--- config.mk ---
export PLATFORM = sky130hd
export DESIGN_NAME = scpa_ram
export DESIGN_NICKNAME = d
export VERILOG_FILES = /design/src/rtl/scpa_ram.sv
export SDC_FILE = /design/constraint.sdc
export NUM_CORES = 1
export LEC_CHECK = 0
export ABC_AREA = 0
export ABC_CLOCK_PERIOD_IN_PS = 1700
export BUFFER_PORTS_ARGS = -buffer_cell sky130_fd_sc_hd__buf_2
export CAP_MARGIN = 30
export CORE_MARGIN = 2
export CORE_UTILIZATION = 55
export DETAILED_ROUTE_END_ITERATION = 8
export HOLD_SLACK_MARGIN = 0.15
export PLACE_DENSITY = 0.7
export SETUP_SLACK_MARGIN = 0.15
export SYNTH_ARGS = -nofsm -noshare
export SYNTH_HDL_FRONTEND = slang
export SYNTH_SLANG_ARGS = --single-unit
--- constraint.sdc ---
create_clock -name clk -period 1.7 [get_ports clk]
set_input_delay 0 -clock clk [delete_from_list [all_inputs] [get_ports clk]]
set_output_delay 0 -clock clk [all_outputs]
set_load 0.1 [all_outputs]
--- src/rtl/scpa_ram.sv ---
module scpa_ram #(
    parameter int WIDTH = 8,
    parameter int DEPTH = 16
) (
    input  logic                     clk,
    input  logic                     wr_en,
    input  logic [$clog2(DEPTH)-1:0] wr_addr,
    input  logic [WIDTH-1:0]         wr_data,
    input  logic [$clog2(DEPTH)-1:0] rd_addr,
    output logic [WIDTH-1:0]         rd_data
);

    logic [WIDTH-1:0] mem [DEPTH];

    always_ff @(posedge clk)
    begin
        if (wr_en)
        begin
            mem[wr_addr] <= wr_data;
        end
        rd_data <= mem[rd_addr];
    end

endmodule
==> impl_metrics.toml <==
[pwr]
p_total_mw = 7.743
peakVddDrop_mv = 0.6757
power_density_nw_per_um2 = 1236
leakagePower_nw = 2.153

[sta]
slew_headroom_pct = 49.81
setup_violations = 0
rsz0062_at_grt = "yes"
post-route-period-util_pct = 89.95
finClkSkew_ns = 0.006844
fin_crit_ns = 1.529
drv_slew = 0
tightest_slew_ns = 0.7500
fmax_ghz = 0.6539
whs_ns = 0.1408
finalHoldViolCount = 0
tns_ns = 0

[placed_design]
numPortBuffers = 25
placement.cell_area_um2 = 5493
gp_congestion = 0.7795
dpl.hpwl_mm = 5.864

[worst_setup_path]
path_max_fanout = 8
cp.required_ns = 1.92
cp_num_cells = 6
crit_top_cell = "dlygate4sd3_1"
cp_top_family = "buffers and inverters"
path_class = "in2reg"
cp_slowest_cell = "dlygate4sd3_1"
cp-end-kind = "flop"
crit_end = "mem[6][1]"
max_stage_delay_ns = 0.58
worstPathArrival_ns = 1.75
cp-startpoint = "wr_addr[3]"
startpoint_type = "input port"
cp_cell_sequence = "dlygate4sd3_1, buf_2, nand3b_1, dlygate4sd3_1, nor2_1, buf_4"
regToRegStartpoint = "mem[1][0]"
rr_worst_depth = 3
rrSetupSlack_ns = 0.21
cp_num_buf_inv = 4
r2r-end = "rd_data[0]"

[drt]
via_count = 2526
ant_nets = 0
dr.pass1.iters = 4
drc_errors = 0
drt_iter0_markers = 226
drt-wirelength-per-cell_um = 22.97
via_per_inst = 5.958
drt-total-wl_mm = 9.741

[clock_network]
ctsLongestPathBuffers = 2
cts_tree = "done"
clk_pin_slew_ns = 0.06
ctsRootBufferMaster = "clkbuf_8"
htree_num_levels = 4
cts.sinks = 136
clk_latency_ns = 0.52
cts_buffers = 17

[synthesis]
ys_top_cells_by_count = "edfxtp_1 (128), mux4_2 (18), a22oi_1 (16), mux4_1 (14), nor2_1 (13)"
yosysSeqAreaShare_pct = 77.78
netlist_top_cells_area = "edfxtp_1 (75%), mux4_2 (7.9%), mux4_1 (7.1%)"
synthFlopType = "edfxtp_1"
postSynthCellCount = 229
ys_ff_latch = 136
synth_cell_type_count = 19
yosysTopAreaCellShare_pct = 74.67
yosysMostFrequentCell = "edfxtp_1"
syn_avg_cell_area_um2 = 22.48
synth_nets = 247
netlist_area_um2 = 5147
synth_warnings = 0
synth_edf_count = 128
synth.largest_area_cell = "edfxtp_1"
async_flop_share_pct = 0

[cells_and_area]
fillers = 558
fin_nets = 318
area_growth_pct = 21.73
final_layout_size_suffix_gt1_share_pct = 30.67
multi_input_area_um2 = 1070
final_util_pct = 68.46
num_antenna_cells = 0
seq_area_um2 = 4004
stdcell_area_um2 = 6266

[grt]
antenna_found_initial = 0
grt_max_degree = 33
track_usage_pct = 21.65
grt_pass1_wl_mm = 15.23
grt_pass1_vias = 2626
grt_remaining_overflow = 0

[floorplan]
core.rowCount = 35
pin_count = 26
die_h_um = 100.7
die_w_um = 100.7
die_area_um2 = 10150
start_util_pct = 56.24
core_um2 = 9153

[min_path]
hold_depth = 5
hold_class = "in2reg"

[run]
max-cap-violations = 0

[status]
status = "finished clean"
==> routing by layer <==
metal / routed length, um / part of all wire (%) / vias to the layer above / GRT usage, %
met1: 4281 / 44 / 1307 / 31.49
met2: 4785 / 49 / 90 / 31.79
met5: 0 / 0 / - / 0
met3: 554 / 5.7 / 9 / 7.004
met4: 121 / 1.2 / 0 / 6.744
li1: - / - / 1120 / -
==> repair_timing <==
action | in CTS | in global routing
hold buffers | 19 | 0
endpoints found under the setup margin | 0 | 25
resized for setup | 0 | 7
hold endpoints to repair | 232 | 0
setup buffers | 0 | 0
==> final cells by class <==
cell class	count	area share, %
Clock inverter	15	2.436
Sequential cell	136	63.90
Multi-Input combinational cell	83	17.07
Clock buffer	17	6.609
Timing Repair Buffer	62	7.768
Tap cell	111	2.216
==> power by group <==
group          total (mW)  switching, mW  internal [mW]
clock                3.43           1.34           2.09
combinational       0.542          0.363          0.179
sequential           3.77         0.0237           3.75
total                7.74           1.73           6.01
==> logic make-up (layout without fill, tap and decap cells) <==
group                  Yosys count  in the layout  share of synthesized area, %
flip-flops                     136            136                         77.78
AND/OR/NAND/NOR                 35             35                         3.184
multiplexers                    32             32                         15.02
AO/OA/AOI/OAI                   16             16                         2.334
buffers and inverters           10             94                         1.677
==> worst min-delay path by stage <==
stage | startpoint | to | slack, ns
detailed placement | wr_data[1] | mem[14][1] | 0.41
global route | rd_addr[1] | rd_data[3] | 0.15
CTS | rd_addr[1] | rd_data[3] | 0.15
global placement | wr_data[1] | mem[14][1] | 0.39
finish | rd_addr[1] | rd_data[3] | 0.14
floorplan | wr_data[0] | mem[0][0] | 0.1
==> per-stage QoR <==
step	setup slack [ns]	instances
3_5_place_dp	0.1212	374
5_1_grt	0.1275	424
2_1_floorplan	0.2071	229
3_3_place_gp	0.1985	374
6_report	0.1708	424
4_1_cts	0.1795	425
==> registers in the layout (all words and copies together) (netlist names) <==
| signal | count |
|---|---|
| mem | 128 |
| rd_data | 8 |
==> worst register-to-register path, delay by kind of cell (launching register included) <==
family             cells  cell delay, ns
muxes                  1            0.53
DFF                    1            0.38
and+or+nand+nor        1            0.11
AOI/OAI and AO/OA      1            0.34
==> layout by cell type (no fill, tap or decap), types with 2 or more instances in the layout <==
master,netlist,layout
mux4_2,18,18
buf_6,3,3
bufinv_16,0,2
buf_12,0,2
nand2b_1,2,2
mux4_1,14,14
nor2_1,13,12
nand3b_1,2,2
edfxtp_1,128,128
inv_6,0,3
buf_4,1,14
nor3_1,4,3
nand2_1,9,9
clkinv_2,0,2
dlygate4sd3_1,0,17
clkinv_4,0,3
clkbuf_16,0,16
clkinvlp_4,0,3
a22oi_1,16,15
clkinv_1,0,2
buf_2,3,25
dfxtp_1,8,8
(Power assumes the default switching activity.)
